`config.mk`:
```
export PLATFORM = sky130hd
export DESIGN_NAME = framed_packet_receiver_ack
export DESIGN_NICKNAME = d
export VERILOG_FILES = /design/src/fpra_pkg.sv /design/src/framed_packet_receiver_ack.sv /design/src/fpra_parser.sv /design/src/fpra_reply.sv
export VERILOG_INCLUDE_DIRS = /design/src /design/src/src
export SDC_FILE = /design/constraint.sdc
export NUM_CORES = 1
export LEC_CHECK = 0
export BUFFER_PORTS_ARGS = -buffer_cell sky130_fd_sc_hd__buf_2
export CAP_MARGIN = 15
export CORE_MARGIN = 10
export CORE_UTILIZATION = 45
export CTS_CLUSTER_SIZE = 10
export DETAILED_ROUTE_END_ITERATION = 10
export GPL_TIMING_DRIVEN = 1
export PLACE_DENSITY = 0.69
export SYNTH_ARGS = -nofsm -noshare
export SYNTH_HDL_FRONTEND = slang
export SYNTH_SLANG_ARGS = --single-unit
```
`constraint.sdc`:
```
create_clock -name clk_i -period 3 [get_ports clk_i]
set_clock_uncertainty 0.05 [all_clocks]
set_input_delay 0.15 -clock clk_i [delete_from_list [all_inputs] [get_ports clk_i]]
set_output_delay 0.15 -clock clk_i [all_outputs]
set_load 0.005 [all_outputs]
```
`src/framed_packet_receiver_ack_assert.svh`:
```
// Assertion macros used by the framed packet receiver reply generator.
`ifndef FRAMED_PACKET_RECEIVER_ACK_ASSERT_SVH
`define FRAMED_PACKET_RECEIVER_ACK_ASSERT_SVH

// Same-cycle implication, disabled while in reset.
`define FPRA_ASSERT_IMP(lbl, clk, rstn, ante, cons) \
  lbl: assert property (@(posedge clk) disable iff (!(rstn)) (ante) |-> (cons)) \
    else $error("assertion failed");

// Next-cycle implication, disabled while in reset.
`define FPRA_ASSERT_NXT(lbl, clk, rstn, ante, cons) \
  lbl: assert property (@(posedge clk) disable iff (!(rstn)) (ante) |=> (cons)) \
    else $error("assertion failed");

`endif

```
`src/fpra_pkg.sv`:
```
// Types, constants and helpers for the framed packet receiver.
package fpra_pkg;

  localparam logic [7:0] StartMarkerRst = 8'hAA;
  localparam logic [7:0] ReplyLen       = 8'h01;
  localparam logic [7:0] CodeAck        = 8'h06;
  localparam logic [7:0] CodeNak        = 8'h15;

  localparam logic [1:0] BeatMarker = 2'd0;
  localparam logic [1:0] BeatLen    = 2'd1;
  localparam logic [1:0] BeatCode   = 2'd2;
  localparam logic [1:0] BeatXor    = 2'd3;

  typedef enum logic [1:0] {
    PH_START   = 2'd0,
    PH_LENGTH  = 2'd1,
    PH_PAYLOAD = 2'd2,
    PH_CHECK   = 2'd3
  } phase_e;

  // Request from the frame parser to the reply generator.
  typedef struct packed {
    logic       valid;
    logic       ok;
    logic [7:0] marker;
  } reply_req_t;

  function automatic logic [7:0] reply_code(input logic ok);
    return ok ? CodeAck : CodeNak;
  endfunction

  function automatic logic [7:0] reply_byte(input logic [1:0] beat, input logic ok,
                                            input logic [7:0] marker);
    logic [7:0] b;
    case (beat)
      BeatMarker: b = marker;
      BeatLen:    b = ReplyLen;
      BeatCode:   b = reply_code(ok);
      default:    b = marker ^ ReplyLen ^ reply_code(ok);
    endcase
    return b;
  endfunction

endpackage

```
`src/framed_packet_receiver_ack.sv`:
```
// Framed packet receiver: start/length/payload/XOR-checksum deframer with ACK/NAK reply.
// Receives one byte word per cycle on s_axis. Frames are start marker, length,
// payload, checksum (XOR of all earlier frame bytes); a zero length goes straight
// to the checksum. The checksum word triggers a four-word reply on m_axis:
// marker, 0x01, 0x06 (ACK) or 0x15 (NAK), and the XOR of those three, with tlast
// on the fourth and tuser = checksum matched on all four. Any non-checksum word is
// taken every cycle; a checksum word is taken once the previous reply has drained
// (its fourth word goes out that same cycle), and the first reply word appears
// in the cycle after the checksum is accepted. The start marker register
// (reset 0xAA) is written through cfg, which is always ready.
module framed_packet_receiver_ack (
  input  logic       clk_i,
  input  logic       rst_ni,
  input  logic       s_axis_tvalid,
  output logic       s_axis_tready,
  input  logic [7:0] s_axis_tdata,   // [7:0] rx_byte
  output logic       m_axis_tvalid,
  input  logic       m_axis_tready,
  output logic [7:0] m_axis_tdata,   // [7:0] tx_byte
  output logic       m_axis_tlast,
  output logic       m_axis_tuser,   // [0] frame_ok
  input  logic       cfg_valid_i,
  output logic       cfg_ready_o,
  input  logic [7:0] cfg_data_i
);
  import fpra_pkg::*;

  logic [7:0] marker_q;
  logic       accept;
  logic       reply_free;
  reply_req_t req;

  assign cfg_ready_o = 1'b1;
  assign accept      = s_axis_tvalid && s_axis_tready;

  always_ff @(posedge clk_i or negedge rst_ni) begin
    if (!rst_ni) begin
      marker_q <= StartMarkerRst;
    end else if (cfg_valid_i && cfg_ready_o) begin
      marker_q <= cfg_data_i;
    end
  end

  fpra_parser u_parser (
    .clk_i       (clk_i),
    .rst_ni      (rst_ni),
    .accept_i    (accept),
    .rx_byte_i   (s_axis_tdata),
    .marker_i    (marker_q),
    .reply_free_i(reply_free),
    .ready_o     (s_axis_tready),
    .req_o       (req)
  );

  fpra_reply u_reply (
    .clk_i        (clk_i),
    .rst_ni       (rst_ni),
    .req_i        (req),
    .free_o       (reply_free),
    .m_axis_tvalid(m_axis_tvalid),
    .m_axis_tready(m_axis_tready),
    .m_axis_tdata (m_axis_tdata),
    .m_axis_tlast (m_axis_tlast),
    .m_axis_tuser (m_axis_tuser)
  );

endmodule

```
`src/fpra_parser.sv`:
```
// Frame parser: tracks phase, length, payload count and running XOR.
module fpra_parser (
  input  logic                clk_i,
  input  logic                rst_ni,
  input  logic                accept_i,
  input  logic [7:0]          rx_byte_i,
  input  logic [7:0]          marker_i,
  input  logic                reply_free_i,
  output logic                ready_o,
  output fpra_pkg::reply_req_t req_o
);
  import fpra_pkg::*;

  phase_e     phase_q, phase_d;
  logic [7:0] len_q, len_d;
  logic [7:0] cnt_q, cnt_d;
  logic [7:0] xor_q, xor_d;
  logic [7:0] cnt_inc;

  assign cnt_inc = cnt_q + 8'd1;

  // Next state
  always_comb begin
    phase_d = phase_q;
    len_d   = len_q;
    cnt_d   = cnt_q;
    xor_d   = xor_q;
    if (accept_i) begin
      unique case (phase_q)
        PH_START: begin
          if (rx_byte_i == marker_i) begin
            xor_d   = rx_byte_i;
            phase_d = PH_LENGTH;
          end
        end
        PH_LENGTH: begin
          len_d   = rx_byte_i;
          xor_d   = xor_q ^ rx_byte_i;
          cnt_d   = '0;
          phase_d = (rx_byte_i == 8'd0) ? PH_CHECK : PH_PAYLOAD;
        end
        PH_PAYLOAD: begin
          xor_d = xor_q ^ rx_byte_i;
          cnt_d = cnt_inc;
          if (cnt_inc >= len_q) phase_d = PH_CHECK;
        end
        default: phase_d = PH_START;
      endcase
    end
  end

  // Outputs: only a checksum word has to wait for the reply generator
  always_comb begin
    ready_o    = (phase_q != PH_CHECK) || reply_free_i;
    req_o.valid  = accept_i && (phase_q == PH_CHECK);
    req_o.ok     = (rx_byte_i == xor_q);
    req_o.marker = marker_i;
  end

  always_ff @(posedge clk_i or negedge rst_ni) begin
    if (!rst_ni) begin
      phase_q <= PH_START;
      len_q   <= '0;
      cnt_q   <= '0;
      xor_q   <= '0;
    end else begin
      phase_q <= phase_d;
      len_q   <= len_d;
      cnt_q   <= cnt_d;
      xor_q   <= xor_d;
    end
  end

endmodule

```
`src/fpra_reply.sv`:
```
// Reply generator: emits the four-word ACK/NAK frame from an output register.
module fpra_reply (
  input  logic                 clk_i,
  input  logic                 rst_ni,
  input  fpra_pkg::reply_req_t req_i,
  output logic                 free_o,
  output logic                 m_axis_tvalid,
  input  logic                 m_axis_tready,
  output logic [7:0]           m_axis_tdata,
  output logic                 m_axis_tlast,
  output logic                 m_axis_tuser
);
  import fpra_pkg::*;

  logic       busy_q, busy_d;
  logic [1:0] beat_q, beat_d;
  logic       ok_q, ok_d;
  logic [7:0] marker_q, marker_d;
  logic [7:0] data_q, data_d;
  logic       fire, done;

  assign fire   = busy_q && m_axis_tready;
  assign done   = fire && (beat_q == BeatXor);
  assign free_o = !busy_q || done;

  always_comb begin
    busy_d   = busy_q;
    beat_d   = beat_q;
    ok_d     = ok_q;
    marker_d = marker_q;
    data_d   = data_q;
    if (req_i.valid) begin
      busy_d   = 1'b1;
      beat_d   = BeatMarker;
      ok_d     = req_i.ok;
      marker_d = req_i.marker;
      data_d   = reply_byte(BeatMarker, req_i.ok, req_i.marker);
    end else if (done) begin
      busy_d = 1'b0;
    end else if (fire) begin
      beat_d = beat_q + 2'd1;
      data_d = reply_byte(beat_q + 2'd1, ok_q, marker_q);
    end
  end

  always_ff @(posedge clk_i or negedge rst_ni) begin
    if (!rst_ni) begin
      busy_q <= 1'b0;
      beat_q <= BeatMarker;
    end else begin
      busy_q <= busy_d;
      beat_q <= beat_d;
    end
  end

  always_ff @(posedge clk_i) begin
    ok_q     <= ok_d;
    marker_q <= marker_d;
    data_q   <= data_d;
  end

  assign m_axis_tvalid = busy_q;
  assign m_axis_tdata  = data_q;
  assign m_axis_tlast  = (beat_q == BeatXor);
  assign m_axis_tuser  = ok_q;

`include "framed_packet_receiver_ack_assert.svh"

  // a new reply never overwrites one that is still draining
  `FPRA_ASSERT_IMP(a_no_overrun, clk_i, rst_ni, req_i.valid, !busy_q || done)
  `FPRA_ASSERT_NXT(a_beat_step, clk_i, rst_ni, fire && !done && !req_i.valid, busy_q && (beat_q == $past(beat_q) + 2'd1))
  `FPRA_ASSERT_IMP(a_tail_xor, clk_i, rst_ni, busy_q && (beat_q == BeatXor), data_q == (marker_q ^ ReplyLen ^ reply_code(ok_q)))

endmodule
```
### Word level (Yosys, flattened, before mapping)

Index checks and enable logic that the tools add are counted.

| storage, ports and cells | value |
|---|---|
| output and inout port bits | 13 |
| input port bits | 21 |
| logic and storage cells | 65 |
| register bits | 54 |

| cells by class | value |
|---|---|
| multiplexer cells | 17 |
| $add $sub $neg | 2 |
| order comparisons | 1 |
| equality and inequality tests | 12 |
| reductions and logical operators | 20 |
| bitwise gates (word level) | 3 |

Operators with widths:

| operator | number |
|---|---|
| $mux W8 | 4 |
| $pmux W8 S2 | 2 |
| $pmux W8 S3 | 1 |
| $eq A8 B8 Y1 | 2 |
| $xor A8 B8 Y8 | 2 |
| $mux W2 | 5 |
| $add A8 B1 Y8 const B | 1 |
| $eq A2 B2 Y1 const B | 4 |
| $ge A8 B8 Y1 | 1 |
| $logic_not A8 Y1 | 1 |
| $reduce_bool A2 Y1 | 4 |
| $pmux W2 S3 | 1 |
| $reduce_and A2 Y1 | 3 |
| $reduce_and A3 Y1 | 2 |
| $mux W5 | 1 |
| $eq A2 B1 Y1 const B | 2 |
| $logic_and A1 B1 Y1 | 4 |
| $logic_not A2 Y1 | 2 |
| $ne A2 B1 Y1 const B | 2 |
| $ne A2 B2 Y1 const B | 2 |
| $mux W1 | 3 |
| $add A2 B1 Y2 const B | 1 |
| $logic_or A1 B1 Y1 | 2 |
| $reduce_or A2 Y1 | 1 |
| 2 further kinds | 2 |

### Longest topological paths before layout

| depth | value |
|---|---|
| depth in word-level cells | 8 |
| depth in mapped cells | 9 |
| depth with buffers taken out | 9 |

### By module

A second synthesis with hierarchy kept.

| second synthesis, totals | value |
|---|---|
| cells, all modules | 303 |
| area, all modules | 3,509.6 µm² |

Modules (own cells, without submodules):

| module | area an instance (µm²) | instances | cells an instance | sequential area each (µm²) |
|---|---|---|---|---|
| fpra_parser | 2,240.9 | 1 | 216 | 650.6 |
| fpra_reply | 914.6 | 1 | 67 | 585.6 |
| framed_packet_receiver_ack | 354.1 | 1 | 20 | 205.2 |

### Worst setup path after synthesis

Ideal clock, no wire load.

| timing | value |
|---|---|
| kind | register to register |
| from | reg u_parser.cnt_q[0] |
| to | reg u_parser.phase_q[1] |
| library setup time | 128 ps |
| buffers on the path | 0 |
| setup slack | 585 ps |
| stages on the path, launching flop included | 10 |
| required time | 2,822 ps |
| data arrival time | 2,238 ps |
| period minus slack after synthesis | 2,415 ps |
| path through | dfrtp_1 > ha_1 > nand3_1 > nor2_1 > xor2_1 > ha_1 > a21o_1 > a211o_1 > o211a_1 > mux2_1 |

| on the way | value |
|---|---|
| cells in the longest elaborated chain, start to end | 4 |

RTL lines:

| element | line | source |
|---|---|---|
| start: declaration | fpra_parser.sv:16 | `logic [7:0] cnt_q, cnt_d;` |
| start signal: assignment | fpra_parser.sv:69 | `cnt_q <= cnt_d;` |
| $add A8 B1 Y8 | fpra_parser.sv:20 | `assign cnt_inc = cnt_q + 8'd1;` |
| $ge A8 B8 Y1 | fpra_parser.sv:45 | `if (cnt_inc >= len_q) phase_d = PH_CHECK;` |
| $ne A2 B1 Y1 (no source line) | n/a |  |
| $reduce_and A3 Y1 (no source line) | n/a |  |
| end signal: assignment | fpra_parser.sv:67 | `phase_q <= phase_d;` |
| end: declaration | fpra_parser.sv:14 | `phase_e phase_q, phase_d;` |

No other way between the ends.
A chain may end at the register's enable or synchronous reset.

### Worst setup path after layout

| timing | value |
|---|---|
| from | reg u_parser.cnt_q[0] |
| to | reg u_parser.phase_q[0] |

Same word-level chain as after synthesis.

==> flow_summary_export.csv <==
group,metric,value,unit
outcome,status,"completed",
finish,syn_to_final_growth,10.1,%
grt,grt_first_pass_wirelength,10400,um
critical_path,cp-start-kind,"flip-flop",
logic_synthesis,syn_avg_cell_area,10.6,sq um
logic_synthesis,synthFlopType,"dfrtp_1",
floorplan,die_area,10400,sq um
logic_synthesis,yosysWarningCount,0,
power_and_ir_drop,power_switching,1.12,mW
place,io_buffers,32,
floorplan,dieHeight,102,um
hold_path,hold_path_class,"in2reg",
finish,final_common_cell,"dfrtp_1",
cts,clk_pin_slew_worst_paths,0.10,ns
critical_path,cp_data_required_time,3.15,ns
place,place_hpwl,4670,um
power_and_ir_drop,p_leak,1.47,nW
logic_synthesis,ys_ff_latch,54,
detailed_routing,avgViaCountPerCell,5.41,
finish,final_core_util,51.8,%
logic_synthesis,synthesis.instances,284,
floorplan,die_w,102,um
logic_synthesis,async_flop_share,68.5,%
finish,drive_above_1_share,21.3,%
detailed_routing,drt_iter0_drc,153,
power_and_ir_drop,p_int,1.69,mW
power_and_ir_drop,p_sw_share,39.9,%
detailed_routing,vias,2117,
critical_path,crit_type,"reg2reg",
cts,cts_inserted_buffers,5,
floorplan,initial_core_util,47.1,%
floorplan,num_rows,29,
timing,setup_violations,0,
power_and_ir_drop,power_density,844,nW/um^2
finish,final_cell_mix,"dfrtp_1 (33), nand2_1 (32), buf_2 (32), inv_1 (20), o21ai_1 (20)",
cts,cts.sink_count,54,
cts,cts_buffer_depth,2,
timing,period_minus_slack,2.60,ns
logic_synthesis,ys_seq_area_share,47.7,%
timing,finalMaxSlewViolations,0,
place,preCtsSetupSlack,0.402,ns
finish,fin_nets,352,
grt,grt_max_degree,38,
finish,num_antenna_cells,0,
timing,final.setup.tns,0,ns
timing,slew_headroom,43.4,%
logic_synthesis,synth_edf_count,17,
timing,whs,0.0118,ns
timing,period_share,86.7,%
cts,clock-root-buffer,"clkbuf_8",
detailed_routing,drc,0,
power_and_ir_drop,p_seq_share,42.2,%
power_and_ir_drop,combPwrFrac,42.3,%
place,globalplace.congestion,0.886,
place,placed_area,3220,sq um
detailed_routing,postRouteWirelength,6160,um
cts,cts_hold_buf,1,
cts,htree_num_levels,2,
timing,hold_viol_final,0,
critical_path,worstPathArrival,2.75,ns
timing,tightest_slew,0.849,ns
timing,rsz0062_at_grt,"false",
timing,fmax,385,MHz
floorplan,core_area,6420,sq um
grt,overflow,0,
grt,track_usage,12.5,%
finish,seqCellArea,1440,sq um
detailed_routing,ant_nets,0,
cts,cts_tree,"yes",
floorplan,ios,34,
flow_run,cap_violations,0,
grt,grt_antenna_before_repair,0,
logic_synthesis,syn_nets,323,
timing,setup_slack,0.400,ns
finish,multi_input_area,1430,sq um
detailed_routing,detail_route.wl_per_cell,15.8,um
power_and_ir_drop,ir_worst_vdd,0.388,mV
detailed_routing,dr.pass1.iters,4,
power_and_ir_drop,clkPwrFrac,15.5,%
logic_synthesis,synth_area,3020,sq um
cts,insertion_delay,0.31,ns
critical_path,end_kind,"flip-flop",
grt,grt_pass1_vias,2162,
cts,post_cts_resized,0,
logic_synthesis,synth.distinct_cells,51,
finish,postLayoutCellArea,3330,sq um
critical_path,path_max_fanout,6,
cts,postCtsSetupRepairBufs,0,
finish,nFillCells,591,
## power groups by stage
stage | Combinational [mW] | Clock [mW] | Sequential (mW)
3_3_place_gp | 1.15 | 0 | 1.19
5_1_grt | 1.34 | 0.477 | 1.22
2_1_floorplan | 0.909 | 0 | 1.17
3_5_place_dp | 1.19 | 0 | 1.20
6_report | 1.19 | 0.435 | 1.19
4_1_cts | 1.20 | 0.452 | 1.19
## path summary, 6_finish.rpt
path / startpoint / to / slack [ns] / cells past startpoint
max in group asynchronous: rst_ni / u_reply.beat_q[1] / 1.94 / 2
max: u_parser.cnt_q[0] / u_parser.phase_q[0] / 0.40 / 9
max reg2reg: u_parser.cnt_q[0] / u_parser.phase_q[0] / 0.40 / 9
min reg2reg: u_parser.len_q[1] / u_parser.len_q[1] / 0.46 / 2
min in group asynchronous: rst_ni / marker_q[2] / 0.43 / 2
min: cfg_data_i[2] / marker_q[2] / 0.01 / 2
## flip-flops by register name, indices dropped and copies added, names as in the netlist
signal / cells
u_reply.beat_q: 2
u_reply.marker_q: 8
u_parser.cnt_q: 8
u_reply.m_axis_tvalid: 1
u_reply.m_axis_tdata: 8
marker_q: 8
u_parser.phase_q: 2
u_parser.xor_q: 8
u_parser.len_q: 8
u_reply.m_axis_tuser: 1
## layer usage
layer	up-vias	global-route usage [%]	share of wire, %
met4	0	6.07	2.6
met2	44	18.6	44
met5	-	0	0
met3	12	2.97	5.6
met1	1002	16.7	48
li1	1059	-	-
## cell type report
| type | count | share of cell area [%] |
|---|---|---|
| Sequential cell | 54 | 43.3 |
| Clock buffer | 5 | 2.07 |
| Tap cell | 77 | 2.89 |
| Timing Repair Buffer | 35 | 5.56 |
| Multi-Input combinational cell | 197 | 43.1 |
| Inverter | 20 | 2.25 |
| Clock inverter | 3 | 0.864 |
## per-stage QoR
stage                     power, mW  cells
after floorplan                2.08    284
after global placement         2.34    382
after detailed placement       2.39    382
after CTS                      2.84    391
after global routing           3.04    391
final                          2.81    391
## cells by family (layout without fill, tap and decap cells)
logic type | count (synthesis) | in the layout | share of synthesized area, %
fa+ha+maj | 18 | 18 | 7.45
flops | 54 | 54 | 47.7
other cells | 1 | 1 | 0.124
compound gates | 72 | 72 | 18.0
simple gates | 76 | 76 | 12.3
buf+inv | 33 | 63 | 4.92
mux | 12 | 12 | 4.39
xor+xnor | 18 | 18 | 5.21
## Yosys cell counts (all sizes together), types with 2 or more instances
master	instances	area (sq um)
dfrtp	33	826
nand2	32	120
o21ai	24	131
inv	20	75.1
ha	18	225
edfxtp	17	510
nor2	16	60.1
xnor2	14	123
a21oi	10	50.1
mux2	10	113
a221oi	9	129
and2	9	56.3
buf	9	58.8
o31ai	8	65.1
a211oi	5	37.5
a21o	4	30.0
clkbuf	4	15.0
dfstp	4	105
xor2	4	35.0
nand2b	3	18.8
nand3	3	15.0
nand4	3	31.3
a21boi	2	15.0
and3	2	17.5
mux2i	2	20.0
nor2b	2	12.5
nor4	2	12.5
o2111ai	2	17.5
## worst max-delay path: stages, from the launching register on
cell and delay (ns):
dfrtp_1 0.45, ha_1 0.22, nand3_1 0.12, nor2_1 0.14, xor2_1 0.21, ha_1 0.28
a21o_1 0.18, a211o_1 0.28, o211a_1 0.25, mux2_1 0.31
Note: power is estimated with default switching activity, not from simulation.
